File: src/hw/rtl/tccw_pkg.sv
// ----------------------------------------------------------------------------
// tccw_pkg: shared definitions for the text console character writer
// Screen geometry, command codes, queue entry format and back end states.
// ----------------------------------------------------------------------------
`default_nettype none

package tccw_pkg;

   // Screen geometry
   localparam int COLUMNS       = 80;
   localparam int ROWS          = 25;
   localparam int CELLS         = COLUMNS * ROWS;
   localparam int MOVE_N        = CELLS - COLUMNS;
   localparam int CELL_AW       = $clog2(CELLS);
   localparam int CNT_W         = $clog2(CELLS + 1);
   localparam int COL_W         = $clog2(COLUMNS + 8);
   localparam int ROW_W         = $clog2(ROWS + 1);

   // Port field widths
   localparam int FUNC_W        = 2;
   localparam int CODE_W        = 8;
   localparam int INDEX_W       = 11;
   localparam int POS_W         = 11;
   localparam int DATA_W        = 16;
   localparam int COLOUR_W      = 4;
   localparam int CSR_IDX_W     = 2;

   // Command queue
   localparam int QUEUE_DEPTH   = 2;
   localparam int QUEUE_AW      = $clog2(QUEUE_DEPTH);
   localparam int QUEUE_CW      = $clog2(QUEUE_DEPTH + 1);

   // Function codes
   localparam logic [FUNC_W-1:0] FUNC_PUT   = 2'd0;
   localparam logic [FUNC_W-1:0] FUNC_CLEAR = 2'd1;
   localparam logic [FUNC_W-1:0] FUNC_READ  = 2'd2;

   // Character codes
   localparam logic [CODE_W-1:0] CHAR_BS    = 8'h08;
   localparam logic [CODE_W-1:0] CHAR_TAB   = 8'h09;
   localparam logic [CODE_W-1:0] CHAR_LF    = 8'h0A;
   localparam logic [CODE_W-1:0] CHAR_CR    = 8'h0D;
   localparam logic [CODE_W-1:0] CHAR_BLANK = 8'h20;
   localparam logic [CODE_W-1:0] PRINT_LO   = 8'h20;
   localparam logic [CODE_W-1:0] PRINT_HI   = 8'h7F;

   // Tab stops every eight columns
   localparam int               TAB_STOP = 8;
   localparam logic [COL_W-1:0] TAB_MASK = ~COL_W'(TAB_STOP - 1);

   // Register indexes and reset values
   localparam logic [CSR_IDX_W-1:0] REG_FOREGROUND = 2'd0;
   localparam logic [CSR_IDX_W-1:0] REG_BACKGROUND = 2'd1;
   localparam logic [COLOUR_W-1:0]  FG_RESET       = 4'hF;
   localparam logic [COLOUR_W-1:0]  BG_RESET       = 4'h0;

   // Classified command
   typedef enum logic [2:0] {
      CMD_NONE,
      CMD_BACKSPACE,
      CMD_TAB,
      CMD_CR,
      CMD_LF,
      CMD_PRINT,
      CMD_CLEAR,
      CMD_READ
   } cmd_kind_type;

   typedef struct packed {
      cmd_kind_type        kind;
      logic [CODE_W-1:0]   code;
      logic [CELL_AW-1:0]  addr;
   } cmd_type;

   // Back end sequencer states
   typedef enum logic [2:0] {
      ST_INIT,
      ST_IDLE,
      ST_READ,
      ST_MOVE,
      ST_FILL,
      ST_CLEAR
   } back_state_type;

endpackage

`default_nettype wire

File: src/hw/rtl/tccw_front.sv
// ----------------------------------------------------------------------------
// tccw_front: command intake and decode
// Takes a command when the queue has room and classifies put codes.
// ----------------------------------------------------------------------------
`default_nettype none

module tccw_front (
   input  wire logic                          start,
   output logic                               busy,
   input  wire logic [tccw_pkg::FUNC_W-1:0]   req_func,
   input  wire logic [tccw_pkg::CODE_W-1:0]   req_char_code,
   input  wire logic [tccw_pkg::INDEX_W-1:0]  req_cell_index,
   input  wire logic                          queue_full,
   input  wire logic                          init_busy,
   output logic                               push,
   output tccw_pkg::cmd_type                  push_cmd
);
   import tccw_pkg::*;

   // Hold off while the queue is full or the store is being zeroed after reset
   assign busy = queue_full | init_busy;
   assign push = start & ~busy;

   // Classify the command
   always_comb begin
      push_cmd.kind = CMD_NONE;
      push_cmd.code = req_char_code;
      push_cmd.addr = CELL_AW'(req_cell_index);
      case (req_func)
         FUNC_PUT: begin
            if (req_char_code == CHAR_BS) begin
               push_cmd.kind = CMD_BACKSPACE;
            end else if (req_char_code == CHAR_TAB) begin
               push_cmd.kind = CMD_TAB;
            end else if (req_char_code == CHAR_CR) begin
               push_cmd.kind = CMD_CR;
            end else if (req_char_code == CHAR_LF) begin
               push_cmd.kind = CMD_LF;
            end else if (req_char_code inside {[PRINT_LO:PRINT_HI]}) begin
               push_cmd.kind = CMD_PRINT;
            end
         end
         FUNC_CLEAR: begin
            push_cmd.kind = CMD_CLEAR;
         end
         FUNC_READ: begin
            // out-of-range reads return zero data, like a no-op
            if (int'(req_cell_index) < CELLS) begin
               push_cmd.kind = CMD_READ;
            end
         end
         default: begin
            push_cmd.kind = CMD_NONE;
         end
      endcase
   end

endmodule

`default_nettype wire

File: config.mk
export PLATFORM = sky130hd
export DESIGN_NAME = tccw_front
export DESIGN_NICKNAME = d
export VERILOG_FILES = /design/src/hw/rtl/tccw_pkg.sv /design/src/hw/rtl/tccw_front.sv
export SDC_FILE = /design/constraint.sdc
export NUM_CORES = 1
export LEC_CHECK = 0
export CAP_MARGIN = 20
export CELL_PAD_IN_SITES_DETAIL_PLACEMENT = 0
export CELL_PAD_IN_SITES_GLOBAL_PLACEMENT = 1
export CORE_AREA = 4 4 41 43
export DETAILED_ROUTE_END_ITERATION = 16
export DIE_AREA = 0 0 45 47
export DONT_BUFFER_PORTS = 1
export PLACE_DENSITY_LB_ADDON = 0.15
export SETUP_SLACK_MARGIN = 0.5
export SYNTH_ARGS = -nofsm -noshare
export SYNTH_HDL_FRONTEND = slang
export SYNTH_SLANG_ARGS = --single-unit
File: constraint.sdc
create_clock -name vclk -period 0.8
set_input_delay 0.08 -clock vclk [all_inputs]
set_output_delay 0.08 -clock vclk [all_outputs]
set_load 0.005 [all_outputs]
Word-level counts from Yosys, hierarchy flattened. Cells that the tools add are included. Widths: inputs -> output; s select.

Order comparisons: 3. Eq/ne operators: 6. Multiplexer cells: 7. Bitwise operators: 3. Reduce and logical (&&, ||, !) cells: 2.

Operator list (number): $eq 8x4->1 const B (4); $mux 3 (6); $lt 11x11->1 const B (1); $pmux 3 s3 (1); $ge 8x6->1 const B (1); $le 8x7->1 const B (1); $eq 2x1->1 const B (1); $eq 2x2->1 const B (1); $logic_not 2->1 (1); $and 1x1->1 (1); $logic_and 1x1->1 (1); $not 1->1 (1); $or 1x1->1 (1).

Register bits after elaboration: 0. Bits of input ports: 24. Output and inout bits: 24. Logic and storage cells: 21.

Logic depth before layout (Yosys ltp).
Depth in word-level cells: 8. Depth in mapped cells: 3. Depth with buffers taken out: 3.

Worst setup path after synthesis. OpenSTA, ideal clock, no wires.

Path type: input port to output port. Start: in req_char_code[6] (netlist name). End: out push_cmd[21] (netlist name). Data arrival time: 0.678 ns. Setup slack: 0.042 ns. Stages on the path: 3. Buffers on the path: 0. Path through: o21ba_1 a2111oi_1 a21oi_1.

RTL lines: start: declaration (line tccw_front.sv:11) `input wire logic [tccw_pkg::CODE_W-1:0] req_char_code,`; end: declaration (line tccw_front.sv:16) `output tccw_pkg::cmd_type push_cmd`.

==> results.sh <==
export IMPL_final_cell_area_um2=186
export IMPL_first_iter_violations=0
export IMPL_core_area_mm2=0.00130
export IMPL_yosys_area_top_type="buf_4"
export IMPL_crit_slowest_cell="nor3b_4"
export IMPL_grt_pass1_wl_um=841
export IMPL_end_kind="output port"
export IMPL_clkbuf_count=0
export IMPL_vias_per_cell=5.42
export IMPL_finalCriticalPeriod_ns=0.786
export IMPL_grt_usage=0.0527
export IMPL_finalSetupViolations=0
export IMPL_hold_viol_final=0
export IMPL_holdPathStages=0
export IMPL_die_area_mm2=0.00212
export IMPL_cp_arrival_ns=0.71
export IMPL_drc=0
export IMPL_layout_commonest_cell="a21oi_1"
export IMPL_die_x_um=45
export IMPL_layout_nets=44
export IMPL_syn_area_um2=268
export IMPL_fp_dieH_um=47
export IMPL_synth_area_leaders="buf_4 (53%), a311oi_1 (6.5%), nor3b_2 (4.7%), a2111oi_1 (3.7%), a21oi_1 (3.7%)"
export IMPL_worstPathCellList="nor3b_4 -> a311oi_2 -> a211oi_2"
export IMPL_antenna_cells=0
export IMPL_ioPinCount=48
export IMPL_grt_max_degree=7
export IMPL_p_per_area_mw_per_mm2=343
export IMPL_grt_pass1_vias=183
export IMPL_drive_gt1_frac=0.444
export IMPL_cpPeakStageDelay_ns=0.24
export IMPL_start_util=0.206
export IMPL_tightestPinTransition_ns=0.271
export IMPL_antenna_left=0
export IMPL_rsz0062_at_grt="true"
export IMPL_maxCapViolations=0
export IMPL_timing_slew_headroom=0.818
export IMPL_cts_hold_buf=0
export IMPL_path_class="in -> out"
export IMPL_crit_required_ns=0.72
export IMPL_overflow=0
export IMPL_ys_types=16
export IMPL_rows=13
export IMPL_vias=179
export IMPL_outcome="finished clean"
export IMPL_seq_area_frac_synth=0
export IMPL_ff_latch_area_um2=0
export IMPL_p_leak_uw=0.0000457
export IMPL_hold_path_class="in -> out"
export IMPL_netlist_instances=37
export IMPL_portBuffers=0
export IMPL_syn2layout_area_growth_pct=-30.4
export IMPL_crit_fanout=3
export IMPL_postSynthAreaPerCell_um2=7.24
export IMPL_syn_nets=61
export IMPL_dp_cells=33
export IMPL_yosysTopAreaCellShare=0.533
export IMPL_placed_area_um2=160
export IMPL_tns_ns=0
export IMPL_fillers=160
export IMPL_wire_per_inst_um=17.4
export IMPL_slew_violations=0
export IMPL_power_uw=63.9
export IMPL_ys_warn_count=0
export IMPL_drt_pass1_iterations=1
export IMPL_nFlopsAndLatches=0
export IMPL_final_cell_count_no_fill=33
export IMPL_wirelength_um=575
export IMPL_start_kind="input pin"
export IMPL_timing_final_crit_share=0.982
export IMPL_antenna_found_initial=0
export IMPL_gp_congestion=0.574
export IMPL_fmax_mhz=1270
export IMPL_ir_worst_vdd_uv=81.7
[where the power goes]
part | switching, uW | internal (uW)
combinational | 29.1 | 34.8
clock | 0 | 0
sequential | 0 | 0
[worst max-delay path: cells and delay by family]
kind / cells / cell delay, ns
compound gates: 2 / 0.38
simple gates: 1 / 0.24
[cell usage after synthesis]
master and count:
a2111oi_1 1, a211oi_1 1, a21oi_1 2, a311oi_1 2, buf_4 19, inv_1 1, nand4_1 1, nor2_1 2
nor3_1 1, nor3b_1 1, nor3b_2 1, o21ai_0 1, o21ba_1 1, o21bai_1 1, or2_1 1, xnor2_1 1
[cell families after synthesis]
family                    Yosys count  share of synthesized area
AOI/OAI and AO/OA                   9                      0.252
xor gates and xnor gates            1                     0.0327
buffers and inverters              20                      0.547
and+or+nand+nor                     7                      0.168
[per-layer routing]
metal	vias to the layer above	global-route usage	part of all wire
li1	76	-	-
met4	0	0.0175	0.0087
met3	2	0.0115	0.24
met2	35	0.0678	0.35
met5	-	0	0
met1	66	0.0831	0.40
[repair_timing]
item	in CTS	in global routing
gates resized for setup	4	3
setup buffers	0	0
setup endpoints to repair	5	5
cloned	0	0
pin swaps	2	5
[worst paths after layout]
kind | start | to | slack (ns)
worst min-delay path | req_cell_index[0] | push_cmd[0] | 0.16
worst max-delay path | req_char_code[4] | push_cmd[19] | 0.01
[final cells by class]
type | count | area (um^2) | area share
multi-input cells | 17 | 164 | 0.879
well taps | 15 | 18.8 | 0.101
inverters | 1 | 3.75 | 0.0201
[stage by stage]
step                      setup slack [ns]  utilization  hold WS [ns]
final                               0.0143        0.143         0.160
after global routing               -0.0460        0.143         0.160
after CTS                           0.0111        0.131         0.160
after detailed placement            0.0134        0.123         0.160
after global placement              0.0215        0.123         0.160
after floorplan                      0.100            -         0.194
Power figures use the tool's default switching activity.
