### src/hw/rtl/tccw_pkg.sv
// ----------------------------------------------------------------------------
// tccw_pkg: shared definitions for the text console character writer
// Screen geometry, command codes, queue entry format and back end states.
// ----------------------------------------------------------------------------
`default_nettype none

package tccw_pkg;

   // Screen geometry
   localparam int COLUMNS       = 80;
   localparam int ROWS          = 25;
   localparam int CELLS         = COLUMNS * ROWS;
   localparam int MOVE_N        = CELLS - COLUMNS;
   localparam int CELL_AW       = $clog2(CELLS);
   localparam int CNT_W         = $clog2(CELLS + 1);
   localparam int COL_W         = $clog2(COLUMNS + 8);
   localparam int ROW_W         = $clog2(ROWS + 1);

   // Port field widths
   localparam int FUNC_W        = 2;
   localparam int CODE_W        = 8;
   localparam int INDEX_W       = 11;
   localparam int POS_W         = 11;
   localparam int DATA_W        = 16;
   localparam int COLOUR_W      = 4;
   localparam int CSR_IDX_W     = 2;

   // Command queue
   localparam int QUEUE_DEPTH   = 2;
   localparam int QUEUE_AW      = $clog2(QUEUE_DEPTH);
   localparam int QUEUE_CW      = $clog2(QUEUE_DEPTH + 1);

   // Function codes
   localparam logic [FUNC_W-1:0] FUNC_PUT   = 2'd0;
   localparam logic [FUNC_W-1:0] FUNC_CLEAR = 2'd1;
   localparam logic [FUNC_W-1:0] FUNC_READ  = 2'd2;

   // Character codes
   localparam logic [CODE_W-1:0] CHAR_BS    = 8'h08;
   localparam logic [CODE_W-1:0] CHAR_TAB   = 8'h09;
   localparam logic [CODE_W-1:0] CHAR_LF    = 8'h0A;
   localparam logic [CODE_W-1:0] CHAR_CR    = 8'h0D;
   localparam logic [CODE_W-1:0] CHAR_BLANK = 8'h20;
   localparam logic [CODE_W-1:0] PRINT_LO   = 8'h20;
   localparam logic [CODE_W-1:0] PRINT_HI   = 8'h7F;

   // Tab stops every eight columns
   localparam int               TAB_STOP = 8;
   localparam logic [COL_W-1:0] TAB_MASK = ~COL_W'(TAB_STOP - 1);

   // Register indexes and reset values
   localparam logic [CSR_IDX_W-1:0] REG_FOREGROUND = 2'd0;
   localparam logic [CSR_IDX_W-1:0] REG_BACKGROUND = 2'd1;
   localparam logic [COLOUR_W-1:0]  FG_RESET       = 4'hF;
   localparam logic [COLOUR_W-1:0]  BG_RESET       = 4'h0;

   // Classified command
   typedef enum logic [2:0] {
      CMD_NONE,
      CMD_BACKSPACE,
      CMD_TAB,
      CMD_CR,
      CMD_LF,
      CMD_PRINT,
      CMD_CLEAR,
      CMD_READ
   } cmd_kind_type;

   typedef struct packed {
      cmd_kind_type        kind;
      logic [CODE_W-1:0]   code;
      logic [CELL_AW-1:0]  addr;
   } cmd_type;

   // Back end sequencer states
   typedef enum logic [2:0] {
      ST_INIT,
      ST_IDLE,
      ST_READ,
      ST_MOVE,
      ST_FILL,
      ST_CLEAR
   } back_state_type;

endpackage

`default_nettype wire

### src/hw/rtl/tccw_queue.sv
// ----------------------------------------------------------------------------
// tccw_queue: command queue between front and back end
// Small FIFO of classified commands so each side can stall on its own.
// ----------------------------------------------------------------------------
`default_nettype none

module tccw_queue (
   input  wire logic               clock,
   input  wire logic               reset,
   input  wire logic               push,
   input  wire tccw_pkg::cmd_type  push_cmd,
   input  wire logic               pop,
   output tccw_pkg::cmd_type       head_cmd,
   output logic                    empty,
   output logic                    full
);
   import tccw_pkg::*;

   cmd_type                entries_ff [QUEUE_DEPTH];
   logic [QUEUE_AW-1:0]    wr_ptr_ff, wr_ptr_in;
   logic [QUEUE_AW-1:0]    rd_ptr_ff, rd_ptr_in;
   logic [QUEUE_CW-1:0]    count_ff, count_in;

   assign empty    = (count_ff == '0);
   assign full     = (count_ff == QUEUE_CW'(QUEUE_DEPTH));
   assign head_cmd = entries_ff[rd_ptr_ff];

   // Pointer and fill count update
   always_comb begin
      wr_ptr_in = wr_ptr_ff;
      rd_ptr_in = rd_ptr_ff;
      count_in  = count_ff;
      if (push) begin
         wr_ptr_in = (wr_ptr_ff == QUEUE_AW'(QUEUE_DEPTH - 1)) ? '0 : wr_ptr_ff + 1'b1;
      end
      if (pop) begin
         rd_ptr_in = (rd_ptr_ff == QUEUE_AW'(QUEUE_DEPTH - 1)) ? '0 : rd_ptr_ff + 1'b1;
      end
      if (push && !pop) begin
         count_in = count_ff + 1'b1;
      end else if (pop && !push) begin
         count_in = count_ff - 1'b1;
      end
   end

   always_ff @(posedge clock) begin
      if (reset) begin
         wr_ptr_ff <= '0;
         rd_ptr_ff <= '0;
         count_ff  <= '0;
      end else begin
         wr_ptr_ff <= wr_ptr_in;
         rd_ptr_ff <= rd_ptr_in;
         count_ff  <= count_in;
      end
   end

   // Entry storage
   always_ff @(posedge clock) begin
      if (push) begin
         entries_ff[wr_ptr_ff] <= push_cmd;
      end
   end

   // Neither side may overrun the queue
   a_no_overflow: assert property (@(posedge clock) disable iff (reset)
      push |-> (!full || pop))
      else $error("queue transfer in while full");
   a_no_underflow: assert property (@(posedge clock) disable iff (reset)
      pop |-> !empty)
      else $error("queue pop while empty");

endmodule

`default_nettype wire

### config.mk
export PLATFORM = sky130hd
export DESIGN_NAME = tccw_queue
export DESIGN_NICKNAME = d
export VERILOG_FILES = /design/src/hw/rtl/tccw_pkg.sv /design/src/hw/rtl/tccw_queue.sv
export SDC_FILE = /design/constraint.sdc
export NUM_CORES = 1
export LEC_CHECK = 0
export BUFFER_PORTS_ARGS = -buffer_cell sky130_fd_sc_hd__buf_2
export CORE_MARGIN = 10
export CORE_UTILIZATION = 39
export DETAILED_ROUTE_END_ITERATION = 6
export PLACE_DENSITY = 0.59
export SETUP_SLACK_MARGIN = 0.5
export SLEW_MARGIN = 20
export SYNTH_ARGS = -nofsm -noshare
export SYNTH_HDL_FRONTEND = slang
export SYNTH_SLANG_ARGS = --single-unit
### constraint.sdc
create_clock -name clock -period 2.95 [get_ports clock]
set_input_delay 0.1475 -clock clock [delete_from_list [all_inputs] [get_ports clock]]
set_output_delay 0.1475 -clock clock [all_outputs]
set_load 0.05 [all_outputs]
Word-level counts from Yosys, hierarchy flattened
Memories as Yosys holds them, arrays and structs flattened. A register that Yosys moved wholly into a read port is not among the register bits.
Cells that the tools add are included.
Widths: inputs -> output; s select.
{ "word_totals": {"register_bits": 4, "latchBits": 0, "mem_bits_rw": 44, "mem_bits_ro": 0, "input_bits": 26, "out_inout_bits": 24, "word_cells": 23, "memories": 1} }
{ "memory_table": {"columns": ["memory", "depth", "word_bits", "rd", "rd_clocked_by_memory_dff", "wr", "line_no", "rtl"], "rows": [
  ["entries_ff", 2, 22, 1, 1, 1, "tccw_queue.sv:19", "cmd_type entries_ff [QUEUE_DEPTH];"]
]} }
{ "classes": {"addsub": 4, "n_mul": 0, "div_mod_pow": 0, "magnitude_cmp": 0, "eq_ne": 1, "shifts": 0, "mux": 8, "bitwise": 0, "n_reduce_logical": 6} }
{ "ops": {"columns": ["cell", "count"], "rows": [
  ["$mux 1", 6],
  ["$mux 2", 2],
  ["$add 1x1->1 const B", 2],
  ["$add 2x1->2 const B", 1],
  ["$eq 2x2->1 const B", 1],
  ["$logic_and 1x1->1", 2],
  ["$logic_not 1->1", 2],
  ["$logic_not 2->1", 1],
  ["$reduce_bool 2->1", 1],
  ["$sub 2x1->2 const B", 1]
]} }

Depth between registers and ports, before layout
{ "logic_depth": {"word_depth": 4, "depth_mapped": 5, "depth_no_buf": 5} }

Worst setup path before layout
No wires, ideal clock.
{ "synth_path": {"path_type": "reg2reg", "startpoint": "register wr_ptr_ff", "endpoint": "memory entries_ff[0][0] (netlist bit) (enable)", "setup_ns": 0.403, "arrival_time_ns": 1.328, "t_required_ns": 2.547, "slack_ns": 1.218, "path_stages_with_launch": 2, "path_buffers": 0, "synth_period_minus_slack_ns": 1.732, "path_cell_list": "dfxtp_1 nor2b_1"} }
{ "synth_rtl": {"columns": ["item", "line_no", "rtl"], "rows": [
  ["start: declaration", "tccw_queue.sv:20", "logic [QUEUE_AW-1:0] wr_ptr_ff, wr_ptr_in;"],
  ["start signal: assignment", "tccw_queue.sv:52", "wr_ptr_ff <= wr_ptr_in;"],
  ["end: declaration", "tccw_queue.sv:19", null]
]} }
No word-level cell before the write port.

==> parameters.txt <==
Parameter                              Value

Run status
  Run status ... complete, no violations

Timing
  Crit path time final ... 2.064 ns
  Period utilization ... 69.97%
  Transition at the pin with the smallest max-transition slack ... 0.9913 ns
  Final setup violation count ... 0
  RSZ-0062 raised after global routing ... false
  Maximum clock skew at final layout ... around 0.0058 ns
  Hold violation count in the final report ... 0
  Number of pins with negative max-slew slack in the final report ... 0
  Headroom to the max-slew limit ... between 30% and 40%
  Final-layout setup total negative slack ... 0 ns
  Maximum operating frequency ... 0.4845 GHz

Floorplan
  Io pins ... 50
  Row count ... 24
  Die outline area ... a little under 8000 µm²
  Core region area ... 4384 µm²
  Floorplan die width ... between 80 and 90 µm
  Initial Util ... 40.75%
  Die boundary height ... ~88 µm

Critical path
  Launching point of the worst reg2reg path ... wr_ptr_ff$_SDFFE_PP0P_
  Kind of critical path ... reg2out
  CP cell instances ... mux2_2 > buf_2
  R2r setup slk ... 1.82 ns
  Cell class contributing the biggest share of worst-path delay ... flip-flops
  Stage delay of the slowest cell on the critical path ... 0.98 ns
  Worst setup EP type ... primary output
  Library cell contributing the largest single delay on the critical path ... sky130_fd_sc_hd__dfxtp_1
  Worst path required time ... 2.80 ns
  Bufs and invs on worst path ... 1
  Startpoint type of the worst setup path ... register
  Largest fanout of any net on the critical path ... 22
  Worst path arrival time ... 1.92 ns

Synth
  Number of unique standard cell types used by synthesis ... 15
  Count of warnings emitted by yosys ... 0
  FF+latch count, synth ... 49
  Synth Net Count ... 117
  Seq/Total Area, Yosys ... approximately four fifths
  Cell count after synthesis ... 90
  Biggest area contributors in the synthesized netlist ... sky130_fd_sc_hd__edfxtp_1 (74%), sky130_fd_sc_hd__mux2_2 (14%), sky130_fd_sc_hd__dfxtp_1 (5.6%)
  Synthesized area per cell ... 19.85 µm²
  Area fraction of the dominant cell type after synthesis ... between 70% and 80%
  Combined area of all synthesized cells ... 1787 µm²
  Library cell occupying the most area in the post-synthesis netlist ... sky130_fd_sc_hd__edfxtp_1

Clock network
  Post-CTS Hold Fix Bufs ... 0
  Cts repair resizes ... 0
  Register clock-pin slew on the reported worst setup and hold paths ... approximately 0.08 ns
  Number of setup buffers added after CTS ... 0
  H-Tree Depth ... 2
  Clock insertion delay at the later pin of the skew report ... just under 0.3 ns
  Clock Root Buffer ... sky130_fd_sc_hd__clkbuf_8
  Inserted Clock Buffers ... 5
  Bufs on Longest Clock Path ... 2
  CTS sink cnt ... 49
  CTS tree ... done

Global route
  First-pass GRT wire length ... 5.057 mm
  Antenna violations before repair ... 0
  Number of global-route vias before repair ... 1,039
  Grt ovf ... 0
  GRT Overall Usage ... 8.809%
  Maximum number of pins on one net before global-route repair ... 23

Route
  Final routed wire length divided by cell count ... 16.50 µm
  Router iterations before antenna repair ... 5
  Remaining design rule violation count ... 0
  Post-detailed-routing wire length ... 3.284 mm
  Antenna-violating nets left ... 0
  First DRT Iteration DRCs ... 55
  Number of vias in the routed layout ... 938
  Vias per cell ... 4.714

Final layout
  Signed area change from the synthesized netlist to the final layout ... 22.83%
  Total number of nets in the final design ... 173
  Proportion of layout cells with a drive suffix above 1 ... a little under three fifths
  Diodes inserted ... 0
  Post-route non-filler standard cell count ... 199

Place
  I/O Buffers ... 49
  Routability-driven placement congestion ratio ... between 0.6 and 0.7
  Post-detailed-placement half-perimeter wirelength ... 2.432 mm
  Placed Instances ... 191

Hold path
  Path category of the worst min-delay check ... in2reg
  Startpoint of the most critical hold path ... push_cmd[21]

Power and ir drop
  Leakage power of the design ... ~0.84 nW
  Max IR drop VDD ... 0.3421 mV
  Pwr Density ... 680.5 nW/µm²

Job
  Max-capacitance violation count ... 0
-- cells by family (layout without fill, tap and decap cells) --
kind of cell    after synthesis  after routing  share of synthesized area [%]
compound gates                2              2                         0.5597
flops                        49             49                          79.55
simple gates                  9              9                          2.592
xor+xnor                      4              4                          1.961
buf+inv                       3             60                         0.7701
fa+ha+maj                     1              1                         0.7002
mux                          22             22                          13.87
-- cell usage in the layout, fill, tap and decap left out --
cell                       Yosys  layout
sky130_fd_sc_hd__xor2_1        2       2
sky130_fd_sc_hd__o21ai_0       1       1
sky130_fd_sc_hd__edfxtp_1     44      44
sky130_fd_sc_hd__clkbuf_1      0       2
sky130_fd_sc_hd__or3_1         1       1
sky130_fd_sc_hd__mux2_2       22      22
sky130_fd_sc_hd__nor2_1        5       5
sky130_fd_sc_hd__xnor2_1       2       2
sky130_fd_sc_hd__buf_2         2      49
sky130_fd_sc_hd__buf_4         0       2
sky130_fd_sc_hd__and2_1        1       1
sky130_fd_sc_hd__clkbuf_8      0       6
sky130_fd_sc_hd__nor2b_2       0       1
sky130_fd_sc_hd__dfxtp_1       5       5
sky130_fd_sc_hd__inv_1         1       1
sky130_fd_sc_hd__ha_1          1       1
sky130_fd_sc_hd__and2b_2       1       1
sky130_fd_sc_hd__a21oi_1       1       1
-- state kept, by name (all words and copies together) (netlist names), named ones only --
register,count
wr_ptr_ff,1
rd_ptr_ff,1
entries_ff,44
count_ff,2
-- cells in the mapped netlist --
| cell | n |
|---|---|
| sky130_fd_sc_hd__or3_1 | 1 |
| sky130_fd_sc_hd__edfxtp_1 | 44 |
| sky130_fd_sc_hd__and2b_2 | 1 |
| sky130_fd_sc_hd__o21ai_0 | 1 |
| sky130_fd_sc_hd__xor2_1 | 2 |
| sky130_fd_sc_hd__inv_1 | 1 |
| sky130_fd_sc_hd__and2_1 | 1 |
| sky130_fd_sc_hd__nor2b_1 | 1 |
| sky130_fd_sc_hd__mux2_2 | 22 |
| sky130_fd_sc_hd__dfxtp_1 | 5 |
| sky130_fd_sc_hd__nor2_1 | 5 |
| sky130_fd_sc_hd__xnor2_1 | 2 |
| sky130_fd_sc_hd__ha_1 | 1 |
| sky130_fd_sc_hd__buf_2 | 2 |
| sky130_fd_sc_hd__a21oi_1 | 1 |
-- worst paths after layout --
check                                      to  cells after the start
hold reg to reg      count_ff[1]$_SDFFE_PP0P_                      2
setup / recovery                 head_cmd[13]                      2
hold / removal    entries_ff[1][21]$_DFFE_PP_                      1
setup reg to reg   entries_ff[1][5]$_DFFE_PP_                      2
-- final cells by class --
class | instances | area (µm²)
inverter | 1 | 3.754
clock buffer | 8 | 90.09
multi-input combinational | 38 | 354.1
timing repair buffer | 51 | 260.3
sequential | 49 | 1421
fill | 386 | 2190
tap | 52 | 65.06
-- stage by stage --
stage          hold slack [ns]  cell area [µm²]  utilization, %  setup slack (ns)  total power (W)
2_1_floorplan           0.2166             1787               -             1.218         0.001054
3_3_place_gp            0.3345             2105           48.00             1.178         0.001129
3_5_place_dp            0.3382             2105           48.00             1.147         0.001136
4_1_cts                0.02267             2195           50.06            0.8215         0.001523
5_1_grt                0.01312             2195           50.06            0.7379         0.001566
6_report               0.03977             2195           50.06            0.8858         0.001494
-- power breakdown --
| part | total (W) | leakage (nW) | switching (W) | internal (W) |
|---|---|---|---|---|
| registers | 0.000830 | 0.455 | 0.0000247 | 0.000806 |
| clock network | 0.000380 | 0.0455 | 0.000189 | 0.000191 |
| logic | 0.000283 | 0.340 | 0.000198 | 0.0000851 |
| total | 0.00149 | 0.840 | 0.000412 | 0.00108 |
-- layer usage --
layer	global-route usage, %	vias to the layer above	part of all wire, %
met5	0	-	0
met4	5.217	0	1.8
met3	4.457	5	8.9
met2	15.34	27	53
met1	8.041	455	36
li1	-	451	-
(Power assumes the default switching activity.)
